### src/design/adspf_pkg.sv
`timescale 1ns / 1ps
`default_nettype none

package adspf_pkg;

    // default sizing
    localparam int REPORT_MAX_BYTES_DEF = 31;
    localparam int PAYLOAD_BYTES_DEF    = 16;

    // configuration port
    localparam int CFG_IDX_W  = 2;
    localparam int CFG_DATA_W = 16;

    typedef enum logic [CFG_IDX_W-1:0] {
        CFG_AD_TYPE      = 2'd0,
        CFG_COMPANY_ID   = 2'd1,
        CFG_NODE_ADDRESS = 2'd2
    } cfg_reg_t;

    // register reset values
    localparam logic [7:0]  AD_TYPE_RST      = 8'hFF;
    localparam logic [15:0] COMPANY_ID_RST   = 16'h0059;
    localparam logic [7:0]  NODE_ADDRESS_RST = 8'h00;

    // data bytes of the matched structure ahead of the payload
    localparam int HEAD_BYTES = 3;

endpackage

`default_nettype wire

### src/design/ad_structure_payload_filter_top.sv
`timescale 1ns / 1ps
`default_nettype none

// channel   direction  handshake             word
// -------   ---------  --------------------  -----------------------------------------------
// in        input      in_valid / in_ready   data_byte, end_of_report
// out       output     out_valid / out_ready accepted, payload_byte, byte_position, last_result
// cfg       input      cfg_we (no wait)      cfg_index, cfg_data
//
// one word is taken per cycle while in_ready is high; it is parsed from the input register
// at report end the result burst is PAYLOAD_BYTES words (match) or one word (no match),
// drained one word per cycle unless out stalls, from a burst buffer as the next report is parsed
// a new report end waits in the input register only while the previous burst still drains
// rst_n clears parser, burst control and valid flags; payload bytes are not reset
// a stall on out holds the output register and, once the burst buffer is busy, the next end word

module ad_structure_payload_filter_top
    import adspf_pkg::*;
#(
    parameter int REPORT_MAX_BYTES = REPORT_MAX_BYTES_DEF,
    parameter int PAYLOAD_BYTES    = PAYLOAD_BYTES_DEF
)
(
    input  wire logic                  clk,
    input  wire logic                  rst_n,

    input  wire logic                  in_valid,
    output logic                       in_ready,
    input  wire logic [7:0]            data_byte,
    input  wire logic                  end_of_report,

    output logic                       out_valid,
    input  wire logic                  out_ready,
    output logic                       accepted,
    output logic [7:0]                 payload_byte,
    output logic [3:0]                 byte_position,
    output logic                       last_result,

    input  wire logic                  cfg_we,
    input  wire logic [CFG_IDX_W-1:0]  cfg_index,
    input  wire logic [CFG_DATA_W-1:0] cfg_data
);

    // widths that follow from the parameters
    localparam int IDX_W = (PAYLOAD_BYTES > 1) ? $clog2(PAYLOAD_BYTES) : 1;
    localparam int DP_W  = $clog2(PAYLOAD_BYTES + HEAD_BYTES + 1);
    localparam int RP_W  = $clog2(REPORT_MAX_BYTES + 1);

    localparam logic [7:0]       STRUCT_LEN  = 8'(PAYLOAD_BYTES + HEAD_BYTES + 1);
    localparam logic [DP_W-1:0]  DP_LAST     = DP_W'(PAYLOAD_BYTES + HEAD_BYTES);
    localparam logic [DP_W-1:0]  DP_HEAD     = DP_W'(HEAD_BYTES);
    localparam logic [RP_W-1:0]  RP_MAX      = RP_W'(REPORT_MAX_BYTES);
    localparam logic [IDX_W-1:0] IDX_LAST    = IDX_W'(PAYLOAD_BYTES - 1);

    typedef enum logic [2:0] {
        PH_LEN,
        PH_TYPE,
        PH_SKIP,
        PH_COLLECT,
        PH_DONE
    } phase_t;

    typedef enum logic [1:0] {
        OUT_NONE,
        OUT_ACCEPT,
        OUT_REJECT
    } outcome_t;

    // configuration registers
    logic [7:0]  ad_type_reg;
    logic [15:0] company_id_reg;
    logic [7:0]  node_address_reg;

    // input register
    logic       s1_valid_reg;
    logic [7:0] s1_byte_reg;
    logic       s1_last_reg;

    // parser state
    phase_t          phase_reg,  phase_next;
    logic [7:0]      flen_reg,   flen_next;
    logic [7:0]      left_reg,   left_next;
    logic [DP_W-1:0] dpos_reg,   dpos_next;
    logic [RP_W-1:0] rpos_reg,   rpos_next;
    outcome_t        outcome_reg, outcome_next;

    // payload store and burst buffer
    logic [7:0] store_reg [PAYLOAD_BYTES];
    logic [7:0] burst_reg [PAYLOAD_BYTES];

    // burst control
    logic             burst_active_reg;
    logic             burst_match_reg;
    logic [IDX_W-1:0] burst_idx_reg;

    // output register
    logic       out_valid_reg;
    logic       accepted_reg;
    logic [7:0] payload_byte_reg;
    logic [3:0] byte_position_reg;
    logic       last_result_reg;

    logic             s1_go;
    logic             s1_take;
    logic             s1_end;
    logic             take_byte;
    logic             wr_en;
    logic [IDX_W-1:0] wr_idx;
    logic             out_load;
    logic             burst_last;
    logic             head_ok;

    // an end word may only leave the input register when the burst buffer is free
    assign s1_go    = !s1_last_reg || !burst_active_reg;
    assign s1_take  = s1_valid_reg && s1_go;
    assign s1_end   = s1_take && s1_last_reg;
    assign in_ready = !s1_valid_reg || s1_go;

    // bytes past the maximum report length are not parsed
    assign take_byte = rpos_reg < RP_MAX;

    assign wr_idx = IDX_W'(dpos_reg - DP_HEAD);

    // parse one byte
    always_comb
    begin
        phase_next   = phase_reg;
        flen_next    = flen_reg;
        left_next    = left_reg;
        dpos_next    = dpos_reg;
        outcome_next = outcome_reg;
        rpos_next    = rpos_reg;
        wr_en        = 1'b0;
        head_ok      = 1'b1;
        if (take_byte)
        begin
            rpos_next = rpos_reg + RP_W'(1);
            case (phase_reg)
                PH_LEN:
                begin
                    // a zero length byte has no type byte behind it
                    if (s1_byte_reg != 8'd0)
                    begin
                        flen_next  = s1_byte_reg;
                        phase_next = PH_TYPE;
                    end
                end
                PH_TYPE:
                begin
                    if (s1_byte_reg == ad_type_reg)
                    begin
                        if (flen_reg == STRUCT_LEN)
                        begin
                            dpos_next  = '0;
                            phase_next = PH_COLLECT;
                        end
                        else
                        begin
                            outcome_next = OUT_REJECT;
                            phase_next   = PH_DONE;
                        end
                    end
                    else
                    begin
                        left_next  = flen_reg - 8'd1;
                        phase_next = (flen_reg != 8'd1) ? PH_SKIP : PH_LEN;
                    end
                end
                PH_SKIP:
                begin
                    left_next = left_reg - 8'd1;
                    if (left_reg == 8'd1)
                    begin
                        phase_next = PH_LEN;
                    end
                end
                PH_COLLECT:
                begin
                    if (dpos_reg == DP_W'(0))
                    begin
                        head_ok = s1_byte_reg == company_id_reg[7:0];
                    end
                    else if (dpos_reg == DP_W'(1))
                    begin
                        head_ok = s1_byte_reg == company_id_reg[15:8];
                    end
                    else if (dpos_reg == DP_W'(2))
                    begin
                        head_ok = s1_byte_reg == node_address_reg;
                    end
                    else
                    begin
                        wr_en = 1'b1;
                    end
                    if (!head_ok)
                    begin
                        outcome_next = OUT_REJECT;
                        phase_next   = PH_DONE;
                    end
                    else
                    begin
                        dpos_next = dpos_reg + DP_W'(1);
                        if (dpos_reg + DP_W'(1) >= DP_LAST)
                        begin
                            outcome_next = OUT_ACCEPT;
                            phase_next   = PH_DONE;
                        end
                    end
                end
                default:
                begin
                end
            endcase
        end
    end

    // burst output
    assign out_load   = burst_active_reg && (!out_valid_reg || out_ready);
    assign burst_last = !burst_match_reg || (burst_idx_reg == IDX_LAST);

    // control state and registered outputs
    always_ff @(posedge clk or negedge rst_n)
    begin
        if (!rst_n)
        begin
            ad_type_reg       <= AD_TYPE_RST;
            company_id_reg    <= COMPANY_ID_RST;
            node_address_reg  <= NODE_ADDRESS_RST;
            s1_valid_reg      <= 1'b0;
            phase_reg         <= PH_LEN;
            flen_reg          <= '0;
            left_reg          <= '0;
            dpos_reg          <= '0;
            rpos_reg          <= '0;
            outcome_reg       <= OUT_NONE;
            burst_active_reg  <= 1'b0;
            burst_match_reg   <= 1'b0;
            burst_idx_reg     <= '0;
            out_valid_reg     <= 1'b0;
            accepted_reg      <= 1'b0;
            payload_byte_reg  <= '0;
            byte_position_reg <= '0;
            last_result_reg   <= 1'b0;
        end
        else
        begin
            if (cfg_we)
            begin
                case (cfg_index)
                    CFG_AD_TYPE:      ad_type_reg      <= cfg_data[7:0];
                    CFG_COMPANY_ID:   company_id_reg   <= cfg_data;
                    CFG_NODE_ADDRESS: node_address_reg <= cfg_data[7:0];
                    default:
                    begin
                    end
                endcase
            end

            if (in_ready)
            begin
                s1_valid_reg <= in_valid;
            end

            if (s1_take)
            begin
                if (s1_last_reg)
                begin
                    // report over: start a fresh parse
                    phase_reg   <= PH_LEN;
                    flen_reg    <= '0;
                    left_reg    <= '0;
                    dpos_reg    <= '0;
                    rpos_reg    <= '0;
                    outcome_reg <= OUT_NONE;
                end
                else
                begin
                    phase_reg   <= phase_next;
                    flen_reg    <= flen_next;
                    left_reg    <= left_next;
                    dpos_reg    <= dpos_next;
                    rpos_reg    <= rpos_next;
                    outcome_reg <= outcome_next;
                end
            end

            if (s1_end)
            begin
                burst_active_reg <= 1'b1;
                burst_match_reg  <= outcome_next == OUT_ACCEPT;
                burst_idx_reg    <= '0;
            end
            else if (out_load)
            begin
                burst_idx_reg <= burst_idx_reg + IDX_W'(1);
                if (burst_last)
                begin
                    burst_active_reg <= 1'b0;
                end
            end

            if (out_load)
            begin
                out_valid_reg   <= 1'b1;
                accepted_reg    <= burst_match_reg;
                last_result_reg <= burst_last;
                if (burst_match_reg)
                begin
                    payload_byte_reg  <= burst_reg[burst_idx_reg];
                    byte_position_reg <= 4'(burst_idx_reg);
                end
                else
                begin
                    payload_byte_reg  <= '0;
                    byte_position_reg <= '0;
                end
            end
            else if (out_ready)
            begin
                out_valid_reg <= 1'b0;
            end
        end
    end

    // payload path, no reset
    always_ff @(posedge clk)
    begin
        if (in_ready && in_valid)
        begin
            s1_byte_reg <= data_byte;
            s1_last_reg <= end_of_report;
        end
        if (s1_take && wr_en)
        begin
            store_reg[wr_idx] <= s1_byte_reg;
        end
        // snapshot the store into the burst buffer, with the byte written this cycle
        if (s1_end)
        begin
            for (int k = 0; k < PAYLOAD_BYTES; k++)
            begin
                burst_reg[k] <= (wr_en && (wr_idx == IDX_W'(k))) ? s1_byte_reg : store_reg[k];
            end
        end
    end

    assign out_valid     = out_valid_reg;
    assign accepted      = accepted_reg;
    assign payload_byte  = payload_byte_reg;
    assign byte_position = byte_position_reg;
    assign last_result   = last_result_reg;

endmodule

`default_nettype wire

### config.mk
export PLATFORM = sky130hd
export DESIGN_NAME = ad_structure_payload_filter_top
export DESIGN_NICKNAME = d
export VERILOG_FILES = /design/src/design/adspf_pkg.sv /design/src/design/ad_structure_payload_filter_top.sv
export SDC_FILE = /design/constraint.sdc
export NUM_CORES = 1
export LEC_CHECK = 0
export ABC_AREA = 1
export CAP_MARGIN = 30
export CORE_MARGIN = 2
export CORE_UTILIZATION = 57
export CTS_CLUSTER_DIAMETER = 80
export DETAILED_ROUTE_END_ITERATION = 16
export DONT_BUFFER_PORTS = 1
export PLACE_DENSITY_LB_ADDON = 0.05
export SYNTH_ARGS = -nofsm -noshare
export SYNTH_HDL_FRONTEND = slang
export SYNTH_SLANG_ARGS = --single-unit
### constraint.sdc
create_clock -name clk -period 4.5 [get_ports clk]
set_input_delay 0.225 -clock clk [delete_from_list [all_inputs] [get_ports clk]]
set_output_delay 0.225 -clock clk [all_outputs]
set_load 0.02 [all_outputs]
==> out/metrics.yaml <==
status: "finished clean"
yosysTopAreaCell: "edfxtp_1"
port_buffers: 0
synth_nets: 1453
dieArea_sq_um: 28080
critPathMaxStageDelay_ns: 0.72
drc: 0
final_area_sq_um: 17170
final_common_cell: "nand2_1"
ir_worst_vdd_mv: 0.3310
clock_path_buffers: 3
via_count: 10377
wirelength_um: 36990
setup_viol: 0
grt_usage: 0.2699
grt_pass1_wl_um: 57810
drt_iter0_drc: 1083
clock-sinks: 350
final_cell_mix: "nand2_1, edfxtp_1, o21ai_0"
antenna_found_initial: 1
yosys_warnings: 0
path_buf_inv: 2
via_per_inst: 5.762
end_kind: "flip-flop"
yosys_register_bits: 350
io_pins: 48
setup.worst_path.class: "flip-flop to flip-flop"
crit_family: "simple AND/OR/NAND/NOR gates"
leakage_nw: 6.681
hold_viol: 0
synth_top_cells_by_area: "edfxtp_1, dfrtp_1, o21ai_0"
layout.nets: 1481
core_area_sq_um: 26130
clkLatencyLatePin_ns: 0.52
worstPathArrival_ns: 3.59
synth.distinct_cells: 40
path_clk_slew_ns: 0.06
synth_cells: 1409
synth_top_area_frac: 0.5218
die_h_um: 167.6
path_cells: "inv_1 -> ha_1 -> nand3_1 -> nand2_1 -> nor4_4 -> buf_4 -> nand4_1 -> nor2_1"
rsz0062_at_grt: "false"
num_rows: 59
drive_gt1_frac: 0.08874
synth_area_sq_um: 15250
htreeDepth: 2
crit_fanout: 17
grt_pass1_vias: 10031
grt_max_degree: 132
dp_hpwl_um: 23260
die_w_um: 167.6
drv_slew: 0
drtAntennaViolNets: 0
root_buffer: "clkbuf_16"
slowest_stage: "nor2_1"
gr-total-overflow: 0
holdCritPathClass: "primary input to flip-flop"
crit_path_start_kind: "flip-flop"
cts_made_buffers: 38
fin_skew_ns: 0.009879
period_minus_slack_ns: 3.437
fin_tns_setup_ns: 0
area_growth_pct: 12.56
cp.required_ns: 4.65
ys_seq_area_frac: 0.6623
fin_util: 0.6569
fmax_ghz: 0.2910
routabilityCongestion: 0.8588
tightest_slew_ns: 0.8836
cellPowerDensity_nw_per_um2: 545.8
post-route-period-util: 0.7637
drv_cap: 0
post_drt_wl_per_cell_um: 20.54
drtPass1Iterations: 5
relSlewSlack: 0.4105
dpl_cell_area_sq_um: 15630
syn_avg_cell_area_sq_um: 10.82
cts_tree: "yes"
post-cts-setup-buffers: 0
initial_utilization: 0.5835
[where the power goes]
group	internal (mW)	leakage [nW]	switching [mW]
Clock	1.82	0.604	1.25
Combinational	0.639	2.58	1.55
Sequential	3.86	3.50	0.255
Total	6.32	6.68	3.05
[routing by layer]
| layer | wire length (um) | share of wire | vias to the layer above | GRT usage |
|---|---|---|---|---|
| li1 | - | - | 4977 | - |
| met2 | 17350 | 0.47 | 352 | 0.4324 |
| met1 | 16290 | 0.44 | 4982 | 0.3963 |
| met5 | 0 | 0 | - | 0 |
| met3 | 2633 | 0.071 | 66 | 0.03805 |
| met4 | 716 | 0.019 | 0 | 0.06465 |
[layout make-up]
class	instances	area, sq um
clock inverter	25	236.5
clock buffer	43	991.0
multi-input combinational	905	4546
antenna	1	2.502
fill	2025	8967
timing repair buffer	60	553.0
tap	335	419.2
sequential	350	10100
inverter	82	316.6
[cell usage after synthesis (all sizes together)]
library cell,instances
a21boi,1
o21ai,263
o21bai,2
and3,1
a21oi,12
clkbuf,54
xnor2,17
a21o,1
nor2,145
dfrtp,73
nand2,295
clkinv,3
o22ai,50
a32o,2
o31ai,2
nand3,46
dfstp,12
nor3,10
edfxtp,265
nor3b,1
a31oi,3
nor4,2
mux2,5
xor2,12
buf,18
ha,12
a41oi,2
nand4,21
inv,79
[logic make-up (layout without fill, tap and decap cells)]
family	Yosys count	in the layout	share of synthesized area
XOR/XNOR	29	29	0.01764
AO/OA/AOI/OAI	338	338	0.1178
adder cells (fa/ha/maj)	12	12	0.009845
flip-flops	350	350	0.6623
buffers and inverters	154	210	0.03988
multiplexers	5	5	0.003692
other	0	1	0
AND/OR/NAND/NOR	521	521	0.1488
[path summary, 6_finish.rpt]
path	depth (start not counted)	slack (ns)	to	from
setup / recovery	8	1.06	store_reg[3][2]	dpos_reg[0]
hold / removal	3	0.23	ad_type_reg[3]	cfg_we
setup reg to reg	8	1.06	store_reg[3][2]	dpos_reg[0]
hold reg to reg	2	0.50	ad_type_reg[3]	ad_type_reg[3]
max in group asynchronous	2	3.80	ad_type_reg[2]	rst_n
min in group asynchronous	2	0.29	payload_byte[6]	rst_n
[what timing repair did]
action / in CTS / in global routing
resized for setup: 0 / 0
endpoints found under the hold margin: 128 / 0
hold buffers: 29 / 0
[worst min-delay path: cells and delay by family]
kind	cells	cell delay, ns
AOI/OAI and AO/OA	1	0.07
and+or+nand+nor	2	0.44
[stage by stage]
stage          hold WS (ns)  setup slack, ns  std cells  total power [mW]
4_1_cts              0.2128            1.052       1800             9.380
3_5_place_dp       -0.06774            1.092       1703             6.279
6_report             0.2276            1.063       1801             9.369
5_1_grt              0.2876           0.7898       1800             9.800
2_1_floorplan      -0.07059           0.5083       1409             5.545
3_3_place_gp       -0.06846            1.187       1703             6.252
Note: power is estimated with default switching activity, not from simulation.
